## src/rtl/glob_wildcard_matcher_top_assert.svh

```systemverilog
// Assertion macros for the glob wildcard matcher.
// Used by glob_wildcard_matcher_top; relies on clk_i and rst_ni in scope.
`ifndef GLOB_WILDCARD_MATCHER_TOP_ASSERT_SVH
`define GLOB_WILDCARD_MATCHER_TOP_ASSERT_SVH

// The consequent must hold in the same cycle as the antecedent.
`define GWM_ASSERT_SAME(lbl, ante, cons) \
  lbl: assert property (@(posedge clk_i) disable iff (!rst_ni) (ante) |-> (cons)) \
    else $error("glob matcher check failed");

// The consequent must hold in the cycle after the antecedent.
`define GWM_ASSERT_NEXT(lbl, ante, cons) \
  lbl: assert property (@(posedge clk_i) disable iff (!rst_ni) (ante) |=> (cons)) \
    else $error("glob matcher check failed");

`endif

```

## src/rtl/gwm_pkg.sv

```systemverilog
// Shared types and constants of the glob wildcard matcher.
// Used by gwm_cell and glob_wildcard_matcher_top; no dependencies.
package gwm_pkg;

  localparam int unsigned PATTERN_LEN_DEF = 64;
  localparam int unsigned BYTE_W          = 8;
  localparam logic [7:0]  STAR_BYTE       = 8'h2A;
  localparam logic [7:0]  WILDCARD_RESET  = 8'h3F;

  localparam int unsigned APB_ADDR_W       = 3;
  localparam int unsigned APB_DATA_W       = 32;
  localparam logic [0:0]  REG_IDX_WILDCARD = 1'b0;

  typedef enum logic [1:0] {
    KIND_CLEAR   = 2'd0,
    KIND_PATTERN = 2'd1,
    KIND_NAME    = 2'd2,
    KIND_END     = 2'd3
  } kind_e;

  typedef struct packed {
    logic       restart;
    logic       advance;
    logic [7:0] byte_val;
    logic [7:0] wild;
  } cell_ctrl_t;

endpackage

```

## src/rtl/glob_wildcard_matcher_top.sv

```systemverilog
// Top level of the glob wildcard matcher: stream ports, APB register, cell row.
// Depends on gwm_pkg, gwm_cell, gwm_closure and glob_wildcard_matcher_top_assert.svh.
//
// Channel   Direction  Contents
// s_axis    in         tuser kind, tdata pattern or name byte
// m_axis    out        tdata matched and pattern overflow flags
// apb       in/out     wildcard byte register at address 0
//
// A new item may follow every accepted item directly, unless the input is stalled.
// A result is registered into the output buffer on its end-of-name transfer.
// A two-entry output buffer lets input continue while one result waits.
// The input stalls only when both output entries are full.
// Reset sets length and overflow to zero and the wildcard byte to question mark.
module glob_wildcard_matcher_top #(
  parameter int unsigned PATTERN_LEN = gwm_pkg::PATTERN_LEN_DEF
) (
  input  logic                             clk_i,
  input  logic                             rst_ni,
  input  logic                             s_axis_tvalid,
  output logic                             s_axis_tready,
  input  logic [7:0]                       s_axis_tdata,  // [7:0] byte_value
  input  logic [1:0]                       s_axis_tuser,  // [1:0] kind
  output logic                             m_axis_tvalid,
  input  logic                             m_axis_tready,
  output logic [7:0]                       m_axis_tdata,  // [0] matched, [1] pattern_overflow
  input  logic                             psel,
  input  logic                             penable,
  input  logic                             pwrite,
  input  logic [gwm_pkg::APB_ADDR_W-1:0]   paddr,
  input  logic [gwm_pkg::APB_DATA_W-1:0]   pwdata,
  output logic [gwm_pkg::APB_DATA_W-1:0]   prdata,
  output logic                             pready
);

  localparam int unsigned LEN_W = $clog2(PATTERN_LEN + 1);

  gwm_pkg::kind_e      kind;
  gwm_pkg::cell_ctrl_t ctrl;
  logic                acc;
  logic [7:0]          wild_q;
  logic [LEN_W-1:0]    len_q, len_d;
  logic                ovf_q, ovf_d;
  logic                last_raw_q, last_raw_d;

  logic [PATTERN_LEN-1:0] wr, used, fwd, star;
  logic [PATTERN_LEN:0]   raw, prop, closed;

  logic       out_v_q, sk_v_q;
  logic [1:0] out_q, sk_q;
  logic [1:0] res;
  logic       push, pop;

  // Configuration port.
  assign pready = 1'b1;
  assign prdata = (paddr[2] == gwm_pkg::REG_IDX_WILDCARD) ?
                  {{(gwm_pkg::APB_DATA_W-8){1'b0}}, wild_q} : '0;

  always_ff @(posedge clk_i or negedge rst_ni) begin
    if (!rst_ni) begin
      wild_q <= gwm_pkg::WILDCARD_RESET;
    end else if (psel && penable && pwrite && pready &&
                 paddr[2] == gwm_pkg::REG_IDX_WILDCARD) begin
      wild_q <= pwdata[7:0];
    end
  end

  // Input decode.
  assign s_axis_tready = !sk_v_q;
  assign acc           = s_axis_tvalid && s_axis_tready;
  assign kind          = gwm_pkg::kind_e'(s_axis_tuser);

  always_comb begin
    ctrl.restart  = 1'b0;
    ctrl.advance  = 1'b0;
    ctrl.byte_val = s_axis_tdata;
    ctrl.wild     = wild_q;
    len_d         = len_q;
    ovf_d         = ovf_q;
    if (acc) begin
      case (kind)
        gwm_pkg::KIND_CLEAR: begin
          ctrl.restart = 1'b1;
          len_d        = '0;
          ovf_d        = 1'b0;
        end
        gwm_pkg::KIND_PATTERN: begin
          ctrl.restart = 1'b1;
          if (len_q < LEN_W'(PATTERN_LEN)) begin
            len_d = len_q + LEN_W'(1);
          end else begin
            ovf_d = 1'b1;
          end
        end
        gwm_pkg::KIND_NAME: begin
          ctrl.advance = 1'b1;
        end
        gwm_pkg::KIND_END: begin
          ctrl.restart = 1'b1;
        end
        default: begin
          ctrl.restart = 1'b0;
        end
      endcase
    end
  end

  always_ff @(posedge clk_i or negedge rst_ni) begin
    if (!rst_ni) begin
      len_q      <= '0;
      ovf_q      <= 1'b0;
      last_raw_q <= 1'b0;
    end else begin
      len_q      <= len_d;
      ovf_q      <= ovf_d;
      last_raw_q <= last_raw_d;
    end
  end

  // Cell row.
  for (genvar i = 0; i < PATTERN_LEN; i++) begin : g_cell
    logic fwd_in;

    assign used[i] = (len_q > LEN_W'(i));
    assign wr[i]   = acc && (kind == gwm_pkg::KIND_PATTERN) && (len_q == LEN_W'(i));

    if (i == 0) begin : g_head
      assign fwd_in = 1'b0;
    end else begin : g_body
      assign fwd_in = fwd[i-1];
    end

    gwm_cell #(
      .IS_FIRST (i == 0)
    ) u_cell (
      .clk_i    (clk_i),
      .rst_ni   (rst_ni),
      .ctrl_i   (ctrl),
      .wr_i     (wr[i]),
      .used_i   (used[i]),
      .closed_i (closed[i]),
      .fwd_i    (fwd_in),
      .fwd_o    (fwd[i]),
      .star_o   (star[i]),
      .raw_o    (raw[i])
    );
  end

  always_comb begin
    last_raw_d = last_raw_q;
    if (ctrl.restart) begin
      last_raw_d = 1'b0;
    end else if (ctrl.advance) begin
      last_raw_d = fwd[PATTERN_LEN-1];
    end
  end

  assign raw[PATTERN_LEN] = last_raw_q;
  assign prop             = {star, 1'b0};

  gwm_closure #(
    .PATTERN_LEN (PATTERN_LEN)
  ) u_closure (
    .raw_i    (raw),
    .prop_i   (prop),
    .closed_o (closed)
  );

  // Result buffer.
  assign res  = {ovf_q, closed[len_q] && !ovf_q};
  assign push = acc && (kind == gwm_pkg::KIND_END);
  assign pop  = out_v_q && m_axis_tready;

  always_ff @(posedge clk_i or negedge rst_ni) begin
    if (!rst_ni) begin
      out_v_q <= 1'b0;
      sk_v_q  <= 1'b0;
    end else if (sk_v_q) begin
      if (pop) begin
        sk_v_q <= 1'b0;
      end
    end else if (push && out_v_q && !pop) begin
      sk_v_q <= 1'b1;
    end else if (push) begin
      out_v_q <= 1'b1;
    end else if (pop) begin
      out_v_q <= 1'b0;
    end
  end

  always_ff @(posedge clk_i) begin
    if (sk_v_q) begin
      if (pop) begin
        out_q <= sk_q;
      end
    end else if (push && out_v_q && !pop) begin
      sk_q <= res;
    end else if (push) begin
      out_q <= res;
    end
  end

  assign m_axis_tvalid = out_v_q;
  assign m_axis_tdata  = {6'b0, out_q};

`include "glob_wildcard_matcher_top_assert.svh"

  `GWM_ASSERT_SAME(a_skid_behind_out, sk_v_q, out_v_q)
  `GWM_ASSERT_SAME(a_ovf_full, ovf_q, len_q == LEN_W'(PATTERN_LEN))
  `GWM_ASSERT_NEXT(a_clear_len, acc && kind == gwm_pkg::KIND_CLEAR, len_q == '0 && !ovf_q)
  `GWM_ASSERT_NEXT(a_restart_set, ctrl.restart, raw == {{PATTERN_LEN{1'b0}}, 1'b1})

endmodule

```

## src/rtl/gwm_cell.sv

```systemverilog
// One pattern position of the matcher: stores its pattern byte and its raw active bit.
// Depends on gwm_pkg.
module gwm_cell #(
  parameter bit IS_FIRST = 1'b0
) (
  input  logic                clk_i,
  input  logic                rst_ni,
  input  gwm_pkg::cell_ctrl_t ctrl_i,
  input  logic                wr_i,
  input  logic                used_i,
  input  logic                closed_i,
  input  logic                fwd_i,
  output logic                fwd_o,
  output logic                star_o,
  output logic                raw_o
);

  logic [7:0] pat_q;
  logic       raw_q, raw_d;
  logic       is_star, is_match;

  always_ff @(posedge clk_i) begin
    if (wr_i) begin
      pat_q <= ctrl_i.byte_val;
    end
  end

  assign is_star  = (pat_q == gwm_pkg::STAR_BYTE);
  assign is_match = (pat_q == ctrl_i.byte_val) || (pat_q == ctrl_i.wild);

  assign star_o = used_i && is_star;
  assign fwd_o  = used_i && closed_i && !is_star && is_match;

  always_comb begin
    raw_d = raw_q;
    if (ctrl_i.restart) begin
      raw_d = IS_FIRST;
    end else if (ctrl_i.advance) begin
      raw_d = (used_i && closed_i && is_star) || fwd_i;
    end
  end

  always_ff @(posedge clk_i or negedge rst_ni) begin
    if (!rst_ni) begin
      raw_q <= IS_FIRST;
    end else begin
      raw_q <= raw_d;
    end
  end

  assign raw_o = raw_q;

endmodule

```

## src/rtl/gwm_closure.sv

```systemverilog
// Closes the raw position set over star positions with one carry chain.
// No dependencies; sized by the pattern length parameter.
module gwm_closure #(
  parameter int unsigned PATTERN_LEN = 64
) (
  input  logic [PATTERN_LEN:0] raw_i,
  input  logic [PATTERN_LEN:0] prop_i,
  output logic [PATTERN_LEN:0] closed_o
);

  localparam int unsigned N = PATTERN_LEN + 1;

  logic [N-1:0] run;
  logic [N-1:0] sum;
  logic [N-1:0] carry;

  // A set bit travels upward through every position whose left neighbor is a star.
  assign run      = prop_i | raw_i;
  assign sum      = run + raw_i;
  assign carry    = sum ^ run ^ raw_i;
  assign closed_o = raw_i | (carry & prop_i);

endmodule
```

## config.mk

```make
export PLATFORM = sky130hd
export DESIGN_NAME = glob_wildcard_matcher_top
export DESIGN_NICKNAME = d
export VERILOG_FILES = /design/src/rtl/gwm_pkg.sv /design/src/rtl/glob_wildcard_matcher_top.sv /design/src/rtl/gwm_cell.sv /design/src/rtl/gwm_closure.sv
export VERILOG_INCLUDE_DIRS = /design/src /design/src/rtl
export SDC_FILE = /design/constraint.sdc
export NUM_CORES = 1
export LEC_CHECK = 0
export BUFFER_PORTS_ARGS = -buffer_cell sky130_fd_sc_hd__buf_2
export CORE_MARGIN = 3
export CORE_UTILIZATION = 50
export DETAILED_ROUTE_END_ITERATION = 8
export PLACE_DENSITY = 0.71
export SYNTH_ARGS = -nofsm -noshare
export SYNTH_HDL_FRONTEND = slang
export SYNTH_HIERARCHICAL = 1
export SYNTH_SLANG_ARGS = --single-unit
```

## constraint.sdc

```tcl
create_clock -name clk_i -period 6.05 [get_ports clk_i]
set_input_delay 0.3025 -clock clk_i [delete_from_list [all_inputs] [get_ports clk_i]]
set_output_delay 0.3025 -clock clk_i [all_outputs]
set_load 0.02 [all_outputs]
```

==> results.toml <==
[synthesis]
ys.warnings.count = 6
synth_mux_area_frac = 0.0119
synthAdderAreaFrac = 0.00100
synth-edff-count = 516
synth_area_um2 = 37400
async_flop_share = 0.139
syn_avg_cell_area_um2 = 11.2
synth_top_family_by_area = "XOR/XNOR gates"
postSynthCellCount = 3330
synth_cell_types = 88
synth-seq-area-share = 0.470
synth_compound_area_frac = 0.0870
ys.flop_type = "edfxtp_1"
synth-xor-area-share = 0.240
synthSimpleGateAreaFrac = 0.176
ys_seq_elements = 599

[critical_path]
slowest_stage = "dfrtp_2"
crit_path_max_fanout = 19
endpoint_kind = "flop"
path_cells = "buf_6, nand3_1, o21ai_0, a21boi_1, and2_1, or4bb_1, or4_1, or2_4, nor4_4, a211oi_1, o21ai_2, a41o_1, a21o_1, mux2i_1, o22ai_1, o21ai_1, a41o_1, a31oi_2, mux2_2"
max_stage_delay_ns = 0.57
critical_path_buf_inv_count = 1
arrival_ns = 6.22
crit_top_cell = "a41o_1"
crit_family = "compound AO/OA/AOI/OAI gates"
crit_required_ns = 6.52
cp-start-kind = "flop"
crit_type = "reg -> reg"

[routing]
wl_um = 105000
met2WireLength_um = 47900
vias = 27600
highest_layer = "met5"
met3_length_um = 7220
drt_iter0_drc = 2648
vias_per_cell = 6.14
wl_met1_um = 46900
wl_per_cell_um = 23.4
first_pass_iters = 6
ant_nets = 0
drc = 0

[pwr]
p_leak_nw = 15.1
p_per_area_nw_per_um2 = 286
p_sw_mw = 3.87
intPower_mw = 7.98
clkPwrFrac = 0.343
comb_power_share = 0.222
seq_power_share = 0.435
switching_share = 0.327
ir_drop_v = 0.000240

[cts]
clk-insertion-delay-late_ns = 0.62
cts_max_path_buffers = 3
clkSinkCount = 599
cts_buffers = 69
h-tree-depth = 3
cts_tree = "done"
cts-root-buf = "clkbuf_16"
clk_pin_slew_ns = 0.06
post_cts_buffers = 0

[sta]
fin_tns_setup_ns = 0
fin_ws_ns = 0.295
hold_viol = 0
slew_headroom = 0.176
finClkSkew_ns = 0.0271
tightest_slew_ns = 1.23
post-route-min-period_ns = 5.76
setup_viol = 0
hold_ws_ns = 0.0886
rsz0062_at_grt = "false"
timing.fmax_ghz = 0.174
slew_violations = 0
finalCritPeriodShare = 0.951

[global_route]
antenna_found_initial = 1
grt_pass1_vias = 27000
grt.overflow.total = 0
grt_use_total = 0.266
grt_max_degree = 77
grt_pass1_wl_um = 161000

[final_layout]
nets = 3533
stdcell_count = 4491
areaGrowthSynthToFinish_pct = 11.0
antenna_cells = 0
layout-drive-gt1-share = 0.0892

[floorplan]
die_y_um = 280
die_area_um2 = 78100
die_x_um = 280
fp.coreArea_um2 = 73600
io_pins = 95
placementRows = 99
initial_core_util = 0.508

[placed_design]
dp_cells = 4355
pre_cts_ws_ns = 0.295
hpwlAfterDp_um = 68200
place_congestion = 1.02
port_buffers = 37

[run]
drv_cap = 0

[outcome]
status = "complete, no violations"

[hold_path]
hp-class = "in -> reg"
-- layout by cell type, fill, tap and decap left out, drive strengths merged, types with 8 or more instances in the layout --
master and count:
a211oi 67, a21o 58, a21oi 64, a22oi 64, a31oi 72, and2 72, and3 8, and4b 67
and4bb 66, buf 104, clkbuf 90, clkinv 26, conb 32, dfrtp 76, dlygate4sd3 11, edfxtp 516
inv 35, mux2 11, mux2i 32, nand2 162, nand2b 23, nand3 18, nand4bb 14, nor2 223
nor2b 18, nor3 87, nor4 261, nor4bb 11, o21ai 65, o21bai 13, o22ai 18, or2 8
or4bb 8, xor2 1024
-- through the flow --
step | total power [mW] | cell area [um^2] | util
after global placement | 7.75 | 39200 | 0.532
after floorplan | 6.74 | 37500 | -
after global routing | 12.3 | 41500 | 0.564
after CTS | 11.9 | 41500 | 0.564
final | 11.9 | 41500 | 0.564
after detailed placement | 7.78 | 39200 | 0.532
-- sequential cells by signal (all words and copies together), names as in the netlist --
| name | count |
|---|---|
| g_cell.u_cell/pat_q | 512 |
| g_cell.u_cell/raw_o | 64 |
| last_raw_q | 1 |
| len_q | 7 |
| m_axis_tvalid | 1 |
| out_q | 2 |
| ovf_q | 1 |
| sk_q | 2 |
| sk_v_q | 1 |
| wild_q | 8 |
-- final timing paths --
check | endpoint | slack [ns] | cells past startpoint | startpoint
worst max-delay path | out_q[0]$_DFFE_PP_ | 0.29 | 19 | len_q[0]$_DFFE_PN0P_
worst min-delay path | m_axis_tvalid$_DFFE_PN0P_ | 0.09 | 3 | s_axis_tuser[1]
worst max register to register | out_q[0]$_DFFE_PP_ | 0.29 | 19 | len_q[0]$_DFFE_PN0P_
worst min register to register | g_cell[1].u_cell/raw_o$_DFFE_PN0P_ | 0.56 | 2 | g_cell[1].u_cell/raw_o$_DFFE_PN0P_
max in group asynchronous | len_q[1]$_DFFE_PN0P_ | 4.61 | 3 | rst_ni
min in group asynchronous | wild_q[6]$_DFFE_PN0P_ | 0.25 | 2 | rst_ni
-- tightest hold or removal path: stages --
cell	delay, ns
buf_2	0.16
nand3_1	0.12
o21ai_0	0.07
-- logic make-up (layout without fill, tap and decap cells) --
kind of cell | after synthesis | after routing
adder cells (fa/ha/maj) | 3 | 3
flip-flops | 599 | 599
XOR/XNOR | 1024 | 1024
AND/OR/NAND/NOR | 1080 | 1080
multiplexers | 43 | 43
AO/OA/AOI/OAI | 479 | 479
buffers and inverters | 100 | 272
other | 2 | 32
-- per-layer routing --
layer | vias to the layer above | track usage
met5 | - | 0
met4 | 2 | 0.0874
met3 | 221 | 0.0358
met2 | 1011 | 0.424
met1 | 13600 | 0.378
li1 | 12700 | -
-- cell usage after synthesis (6+ instances only) --
cell type	number	area share
xor2_1	1024	0.24
and3_1	8	0.0013
or4bb_1	8	0.0024
inv_1	32	0.0032
nand4_1	7	0.0012
o21a_1	7	0.0014
a211oi_1	67	0.013
nand3_1	18	0.0024
o21bai_1	13	0.0026
dfrtp_1	76	0.051
edfxtp_1	516	0.41
nor3b_1	6	0.0012
nand2_1	160	0.016
clkbuf_1	23	0.0023
and2_1	72	0.012
nor2b_1	18	0.0030
a21o_1	57	0.011
nor3_1	87	0.012
nand4bb_1	14	0.0042
a21oi_1	64	0.0086
nor4bb_1	11	0.0029
mux2_2	11	0.0033
and4b_1	67	0.018
a31oi_1	71	0.012
a41o_1	6	0.0016
and4bb_2	64	0.021
nor4_1	260	0.043
o21ai_1	11	0.0015
o22ai_1	18	0.0030
o21ai_0	52	0.0070
nand2b_1	23	0.0038
nor2_1	220	0.022
buf_2	6	0.00080
a22oi_1	64	0.013
buf_4	34	0.0068
mux2i_1	32	0.0086
dfstp_2	7	0.0049
-- power groups by stage --
stage | combinational (mW) | sequential [mW] | clock (mW)
6_report | 2.63 | 5.15 | 4.07
5_1_grt | 2.84 | 5.18 | 4.32
4_1_cts | 2.57 | 5.15 | 4.14
3_5_place_dp | 2.56 | 5.23 | 0
3_3_place_gp | 2.52 | 5.23 | 0
2_1_floorplan | 1.63 | 5.11 | 0
-- final cells by class --
type                            count  area [um^2]
Clock inverter                     35          327
Clock buffer                       90         1880
Sequential cell                   599        17600
Tap cell                          959         1200
Multi-Input combinational cell   2661        19400
Timing Repair Buffer              115          917
Inverter                           32          120
Fill cell                        6207        32100
-- repair_timing --
action / in CTS / in global routing
setup endpoints to repair: 0 / 2
hold endpoints to repair: 41 / 0
hold buffers: 11 / 0
resized for setup: 0 / 6
No activity file was read; power rests on OpenSTA's default activity.
